===== config.mk =====
export PLATFORM = sky130hd
export DESIGN_NAME = scar_ctrl
export DESIGN_NICKNAME = d
export VERILOG_FILES = /design/src/hdl/scar_pkg.sv /design/src/hdl/scar_ctrl.sv
export SDC_FILE = /design/constraint.sdc
export NUM_CORES = 1
export LEC_CHECK = 0
export BUFFER_PORTS_ARGS = -buffer_cell sky130_fd_sc_hd__buf_2
export CORE_UTILIZATION = 43
export CTS_CLUSTER_SIZE = 40
export DETAILED_ROUTE_END_ITERATION = 10
export GPL_TIMING_DRIVEN = 0
export MAX_ROUTING_LAYER = met4
export PLACE_DENSITY = 0.71
export SYNTH_ARGS = -nofsm -noshare
export SYNTH_HDL_FRONTEND = slang
export SYNTH_SLANG_ARGS = --single-unit

===== constraint.sdc =====
create_clock -name clk -period 1.5 [get_ports clk]
set_input_delay 0.15 -clock clk [delete_from_list [all_inputs] [get_ports clk]]
set_output_delay 0.15 -clock clk [all_outputs]
set_load 0.1 [all_outputs]

===== src/hdl/scar_pkg.sv =====
// Package: payload types, register indexes and command/status structs for the reverb.
package scar_pkg;

	localparam int SB = 24;

	// delay memory depths: sum of all comb lines and all allpass lines
	localparam int COMB_DEPTH = 22232;
	localparam int AP_DEPTH   = 3218;

	typedef struct packed {
		logic signed [SB-1:0] left_sample;
		logic signed [SB-1:0] right_sample;
	} in_word_t;

	typedef struct packed {
		logic signed [SB-1:0] left_result;
		logic signed [SB-1:0] right_result;
	} out_word_t;

	localparam logic [2:0] REG_ENABLE   = 3'd0;
	localparam logic [2:0] REG_IN_GAIN  = 3'd1;
	localparam logic [2:0] REG_FEEDBACK = 3'd2;
	localparam logic [2:0] REG_DAMPING  = 3'd3;
	localparam logic [2:0] REG_WET_SAME = 3'd4;
	localparam logic [2:0] REG_WET_X    = 3'd5;
	localparam logic [2:0] REG_DRY      = 3'd6;

	// controller -> datapath
	typedef struct packed {
		logic clr;       // clearing pass write
		logic load;      // capture input word, compute comb input
		logic comb_rd;   // issue comb line read for line idx
		logic comb_wr;   // lowpass/feedback and write back
		logic ap_rd;     // issue allpass read
		logic ap_wr;     // allpass update
		logic mix;       // output mix step
		logic [3:0] idx; // line index
		logic [1:0] sub; // sub step for multi-cycle ops
	} cmd_t;

	typedef struct packed {
		logic clr_done;
	} sts_t;

	function automatic logic signed [31:0] sat32(input logic signed [63:0] x);
		if (x > 64'sd2147483647) return 32'sh7fffffff;
		else if (x < -64'sd2147483648) return 32'sh80000000;
		else return x[31:0];
	endfunction

endpackage


===== src/hdl/scar_ctrl.sv =====
// Controller: clearing pass and the per-word step sequence.
module scar_ctrl (
	input  logic clk,
	input  logic arst_n,
	input  scar_pkg::sts_t sts,
	input  logic start,
	input  logic bypass,
	input  logic out_free,
	output scar_pkg::cmd_t cmd,
	output logic busy,
	output logic done
);
	localparam logic [2:0] S_CLR = 3'd0, S_IDLE = 3'd1, S_CRD = 3'd2, S_CWR = 3'd3,
		S_ARD = 3'd4, S_AWR = 3'd5, S_MIX = 3'd6, S_DONE = 3'd7;
	logic [2:0] state_q;
	logic [3:0] idx_q;
	logic [1:0] sub_q;

	always_comb begin
		cmd = '0;
		cmd.idx = idx_q;
		cmd.sub = sub_q;
		case (state_q)
			S_CLR: cmd.clr = 1'b1;
			S_IDLE: cmd.load = start && !bypass;
			S_CRD: cmd.comb_rd = 1'b1;
			S_CWR: cmd.comb_wr = 1'b1;
			S_ARD: cmd.ap_rd = 1'b1;
			S_AWR: cmd.ap_wr = 1'b1;
			S_MIX: cmd.mix = 1'b1;
			default: ;
		endcase
		busy = (state_q != S_IDLE);
		done = (state_q == S_DONE) && out_free;
	end

	always_ff @(posedge clk or negedge arst_n) begin
		if (!arst_n) begin
			state_q <= S_CLR;
			idx_q <= '0;
			sub_q <= '0;
		end else begin
			case (state_q)
				S_CLR: if (sts.clr_done) state_q <= S_IDLE;
				S_IDLE: if (start && !bypass) begin
					state_q <= S_CRD;
					idx_q <= '0;
					sub_q <= '0;
				end
				S_CRD: state_q <= S_CWR;
				S_CWR: begin
					sub_q <= sub_q + 1'b1;
					if (sub_q == 2'd2) begin
						sub_q <= '0;
						idx_q <= idx_q + 1'b1;
						state_q <= (idx_q == 4'd15) ? S_ARD : S_CRD;
					end
				end
				S_ARD: state_q <= S_AWR;
				S_AWR: begin
					// allpass order: left 0..3 then right 0..3 (idx[2] picks channel)
					idx_q <= idx_q + 1'b1;
					if (idx_q == 4'd7) begin
						idx_q <= '0;
						state_q <= S_MIX;
					end else
						state_q <= S_ARD;
				end
				S_MIX: begin
					sub_q <= sub_q + 1'b1;
					if (sub_q == 2'd2) begin
						sub_q <= '0;
						idx_q <= idx_q + 1'b1;
						if (idx_q == 4'd1) state_q <= S_DONE;
					end
				end
				S_DONE: if (out_free) state_q <= S_IDLE;
				default: state_q <= S_IDLE;
			endcase
		end
	end
endmodule


### Word-level counts from Yosys, hierarchy flattened

Cells that the tools add are included.

| storage, ports and cells | value |
|---|---|
| flip-flop bits (word level) | 9 |
| bits of input ports | 6 |
| output and inout port bits | 15 |

| cells by class | value |
|---|---|
| $add $sub $neg | 2 |
| equality and inequality tests | 19 |
| multiplexer cells | 23 |
| reductions and logical operators | 10 |

Operator list:

| kind | count |
|---|---|
| $pmux 3 s8 | 1 |
| $mux 3 | 7 |
| $eq 3x3->1 const B | 4 |
| $mux 4 | 3 |
| $ne 2x2->1 const B | 6 |
| $pmux 4 s3 | 1 |
| $mux 1 | 7 |
| $eq 3x2->1 const B | 2 |
| $mux 2 | 3 |
| $reduce_and 6->1 | 1 |
| $add 4x1->4 const B | 1 |
| $eq 4x1->1 const B | 1 |
| $eq 4x3->1 const B | 1 |
| $eq 4x4->1 const B | 1 |
| $pmux 2 s2 | 1 |
| $eq 3x1->1 const B | 1 |
| $logic_not 3->1 | 1 |
| $ne 3x1->1 const B | 1 |
| $reduce_and 3->1 | 1 |
| $reduce_bool 3->1 | 1 |
| $add 2x1->2 const B | 1 |
| $eq 2x2->1 const B | 1 |
| $logic_and 1x1->1 | 2 |
| $ne 2x1->1 const B | 1 |
| other kinds (4) | 4 |

### Depth between registers and ports, before layout

| depth | value |
|---|---|
| word-level depth | 4 |
| gate-level depth with buffers | 5 |
| mapped depth without buffers | 5 |

### Worst setup path before layout

Ideal clock, no wire load.

| timing | value |
|---|---|
| path type | flip-flop to output port |
| start | reg state_q[2] |
| end | out cmd[8] (netlist name) |
| data arrival time | 2.942 ns |
| data required time | 1.350 ns |
| setup slack | -1.592 ns |
| stages on the path, launching flop included | 4 |
| path buffers | 2 |
| cell sequence | dfrtp_1 > buf_4 > clkbuf_1 > nor3b_1 |

RTL lines:

| element | line | RTL |
|---|---|---|
| start, declared | scar_ctrl.sv:15 | `logic [2:0] state_q;` |
| start signal, assigned | scar_ctrl.sv:56 | `state_q <= (idx_q == 4'd15) ? S_ARD : S_CRD;` |
| end, declared | scar_ctrl.sv:9 | `output scar_pkg::cmd_t cmd,` |

==> impl_metrics.xml <==
<?xml version="1.0" encoding="UTF-8"?>
<metrics>
  <group name="status">
    <metric name="status" unit="">finished, violations left</metric>
    <metric name="violated_checks" unit="">setup timing</metric>
  </group>
  <group name="detailed_routing">
    <metric name="detail_route.wl_per_cell" unit="um">22.26</metric>
    <metric name="drc" unit="">0</metric>
    <metric name="dr.pass1.iters" unit="">4</metric>
    <metric name="detailedRoute.firstIterationViolations" unit="">28</metric>
    <metric name="vias_per_cell" unit="">6.089</metric>
    <metric name="ant_nets" unit="">0</metric>
    <metric name="routed_wl" unit="um">2760</metric>
    <metric name="detailroute.via_count" unit="">755</metric>
  </group>
  <group name="logic_synthesis">
    <metric name="postSynthRegisterBits" unit="">9</metric>
    <metric name="synth_sequential_area_ratio" unit="%">34.62</metric>
    <metric name="synth.avg_cell_area" unit="um^2">9.711</metric>
    <metric name="synth-edff-count" unit="">0</metric>
    <metric name="synthesis.area" unit="um^2">650.6</metric>
    <metric name="count_of_synthesis_stage_warnings_from_yosys" unit="">0</metric>
    <metric name="synth_unique_cells" unit="">37</metric>
    <metric name="async_flop_share" unit="%">100.0</metric>
    <metric name="synthesis.instances" unit="">67</metric>
    <metric name="ys_dominant_reg_cell" unit="">sky130_fd_sc_hd__dfrtp_1</metric>
    <metric name="syn_nets" unit="">75</metric>
  </group>
  <group name="placed_design">
    <metric name="placed_cells_incl_taps" unit="">102</metric>
    <metric name="hpwlAfterDp" unit="um">1077</metric>
    <metric name="placer_congestion_estimate" unit="">0.7694</metric>
    <metric name="place.port_buffers" unit="">20</metric>
  </group>
  <group name="global_routing">
    <metric name="grt_start_max_net_pins" unit="">11</metric>
    <metric name="antenna_violations_before_repair" unit="">0</metric>
    <metric name="first_global_vias" unit="">680</metric>
    <metric name="global_router_s_overall_resource_usage" unit="%">30.15</metric>
    <metric name="remaining_global_route_overflow" unit="">0</metric>
    <metric name="wire_length_of_the_first_global_routing_pass" unit="um">3132</metric>
  </group>
  <group name="clock_network">
    <metric name="clk_path_buf_depth" unit="">2</metric>
    <metric name="cts-root-buf" unit="">sky130_fd_sc_hd__clkbuf_4</metric>
    <metric name="htree_levels" unit="">1</metric>
    <metric name="insertion_delay" unit="ps">270</metric>
    <metric name="cts_sinks" unit="">9</metric>
    <metric name="cts_inserted_buffers" unit="">3</metric>
    <metric name="path_clk_slew" unit="ps">70</metric>
    <metric name="tritoncts" unit="">built</metric>
  </group>
  <group name="sta">
    <metric name="setup_viol_count_final" unit="">12</metric>
    <metric name="maxSlewViolCount" unit="">0</metric>
    <metric name="layout_setup_ws" unit="ps">-118.7</metric>
    <metric name="final.min_clock_period" unit="ps">1619</metric>
    <metric name="fin_worst_skew" unit="ps">3.161</metric>
    <metric name="maxSlewHeadroom" unit="%">66.86</metric>
    <metric name="tightest_slew" unit="ps">500.5</metric>
    <metric name="achievable-frequency" unit="GHz">0.6178</metric>
    <metric name="setup_repair_after_global_routing_missed_its_margin" unit="">yes</metric>
    <metric name="period_share" unit="%">107.9</metric>
    <metric name="hold_viol_final" unit="">0</metric>
  </group>
  <group name="cells_and_area">
    <metric name="area.sequential" unit="um^2">237.7</metric>
    <metric name="area.growth.synth_to_final" unit="%">93.85</metric>
    <metric name="post_layout_nonfiller_instances" unit="">124</metric>
    <metric name="final_nets" unit="">118</metric>
    <metric name="fin_util" unit="%">93.42</metric>
    <metric name="multi_input_area" unit="um^2">520.5</metric>
    <metric name="layout-drive-gt1-share" unit="%">68.81</metric>
    <metric name="insertedDiodeCount" unit="">0</metric>
    <metric name="fillerInstances" unit="">40</metric>
  </group>
  <group name="die">
    <metric name="die-height" unit="um">40.90</metric>
    <metric name="core.rowCount" unit="">13</metric>
    <metric name="core-area" unit="um^2">1350</metric>
    <metric name="count_of_pins_on_the_block_boundary" unit="">21</metric>
    <metric name="floorplan.die_area" unit="um^2">1673</metric>
    <metric name="die_x" unit="um">40.90</metric>
    <metric name="starting_density" unit="%">48.19</metric>
  </group>
  <group name="setup_path">
    <metric name="critPathRequiredTime" unit="ps">1350</metric>
    <metric name="worst_ep_arrival_time" unit="ps">1470</metric>
    <metric name="critical_path_cell_by_cell" unit="">buf_6 &gt; clkbuf_16 &gt; nand2b_4 &gt; nor2_4 &gt; buf_12</metric>
    <metric name="rr_endpoint" unit="">idx_q[3]$_DFFE_PN0P_</metric>
    <metric name="r2r-start" unit="">idx_q[1]$_DFFE_PN0P_</metric>
    <metric name="reg2reg_setup_slack" unit="ps">-80</metric>
    <metric name="critical_path.slowest_cell" unit="">sky130_fd_sc_hd__dfrtp_1</metric>
    <metric name="crit_path_max_fanout" unit="">8</metric>
    <metric name="timing.critical_path.to_type" unit="">primary output</metric>
    <metric name="setup.worst_path.start_class" unit="">register</metric>
    <metric name="critPathMaxStageDelay" unit="ps">400</metric>
    <metric name="crit_type" unit="">reg2out</metric>
    <metric name="reg2reg_depth" unit="">5</metric>
  </group>
  <group name="worst_hold_path">
    <metric name="worstHoldPathType" unit="">in2async</metric>
  </group>
  <group name="run">
    <metric name="cap_violations" unit="">0</metric>
  </group>
</metrics>
-- layout by cell type (no fill, tap or decap), types with 2 or more instances in the layout --
| cell | instances |
|---|---|
| sky130_fd_sc_hd__a21oi_1 | 2 |
| sky130_fd_sc_hd__buf_12 | 9 |
| sky130_fd_sc_hd__buf_2 | 11 |
| sky130_fd_sc_hd__buf_4 | 15 |
| sky130_fd_sc_hd__buf_6 | 4 |
| sky130_fd_sc_hd__clkbuf_4 | 3 |
| sky130_fd_sc_hd__dfrtp_1 | 3 |
| sky130_fd_sc_hd__dfrtp_2 | 4 |
| sky130_fd_sc_hd__dfrtp_4 | 2 |
| sky130_fd_sc_hd__inv_1 | 2 |
| sky130_fd_sc_hd__nand2_1 | 2 |
| sky130_fd_sc_hd__nand2_4 | 2 |
| sky130_fd_sc_hd__nand2b_1 | 3 |
| sky130_fd_sc_hd__nand3_1 | 2 |
| sky130_fd_sc_hd__nor2_1 | 3 |
| sky130_fd_sc_hd__nor2_4 | 3 |
| sky130_fd_sc_hd__nor3b_4 | 2 |
-- sequential cells by signal, summed over array words and instances (netlist names) --
signal / count
idx_q: 4
sub_q: 2
state_q: 3
-- per-stage QoR --
step	TNS [ps]	hold WS, ps	setup slack (ps)	instance area (um^2)
finish	-678.1	282.7	-118.7	1261
global route	-1202	279.4	-149.2	1261
CTS	-44.06	263.8	-34.37	1161
detailed placement	-507.1	15.19	-157.2	875.8
global placement	-397.9	12.23	-139.3	875.8
floorplan	-933.0	-145.6	-213.3	757.0
-- area by class of cell --
cell class / count / area share (%)
flip-flops and latches: 9 / 18.85
plain buffers: 4 / 4.960
multi-input cells: 51 / 41.27
inverters: 3 / 1.190
repair buffers: 38 / 30.16
clock buffers: 4 / 2.083
well taps: 15 / 1.488
-- what timing repair did --
item,CTS,global route
hold buffers,1,0
pin swaps,6,8
setup buffers,10,7
gates resized for setup,44,11
endpoints found under the setup margin,13,14
hold endpoints to repair,9,0
-- synth_stat cells, drive strengths merged, types with 2 or more instances --
| master | count | area [um^2] |
|---|---|---|
| inv | 3 | 11.26 |
| nor3 | 2 | 10.01 |
| o21ai | 2 | 10.01 |
| mux2 | 2 | 22.52 |
| and2 | 2 | 16.27 |
| a21oi | 3 | 15.01 |
| nand3 | 2 | 10.01 |
| dfrtp | 9 | 225.2 |
| nor2 | 6 | 22.52 |
| buf | 3 | 23.77 |
| o22a | 2 | 18.77 |
| nand2 | 5 | 18.77 |
| nand2b | 4 | 25.02 |
| a22o | 2 | 18.77 |
| nor3b | 2 | 15.01 |
| ha | 2 | 25.02 |
-- worst max path at each step --
stage	from	to	slack (ps)	cells past startpoint
after floorplan	state_q[2]$_DFFE_PN0P_	state_q[0]$_DFFE_PN0P_	-210	5
after global placement	state_q[0]$_DFFE_PN0P_	idx_q[3]$_DFFE_PN0P_	-140	5
after detailed placement	state_q[0]$_DFFE_PN0P_	idx_q[3]$_DFFE_PN0P_	-160	5
after CTS	state_q[2]$_DFFE_PN0P_	cmd[11]	-30	5
after global routing	idx_q[1]$_DFFE_PN0P_	state_q[0]$_DFFE_PN0P_	-150	5
final	state_q[2]$_DFFE_PN0P_	cmd[11]	-120	5
-- routing by layer --
metal / up-vias / routed length, um / track usage, %
met3: 17 / 226 / 7.609
li1: 326 / - / -
met1: 363 / 1005 / 32.78
met5: - / 0 / -
met4: 0 / 114 / 16.67
met2: 49 / 1413 / 49.61
-- kinds of logic (layout without fill, tap and decap cells) --
group,after synthesis,count (layout),synth area share [%]
XOR/XNOR,1,1,4.231
flip-flops,9,9,34.62
adder cells (fa/ha/maj),2,2,3.846
buffers and inverters,7,49,5.960
AO/OA/AOI/OAI,16,16,18.27
multiplexers,3,3,5.000
AND/OR/NAND/NOR,29,29,28.08
-- critical path, delay by kind of cell (launching register included) --
kind          cells  cell delay, ps
buf+inv           3             520
flops             1             400
simple gates      2             290
Power is not shown: default switching activity piles up to over one toggle a cycle in this logic, so the estimate is an artifact.
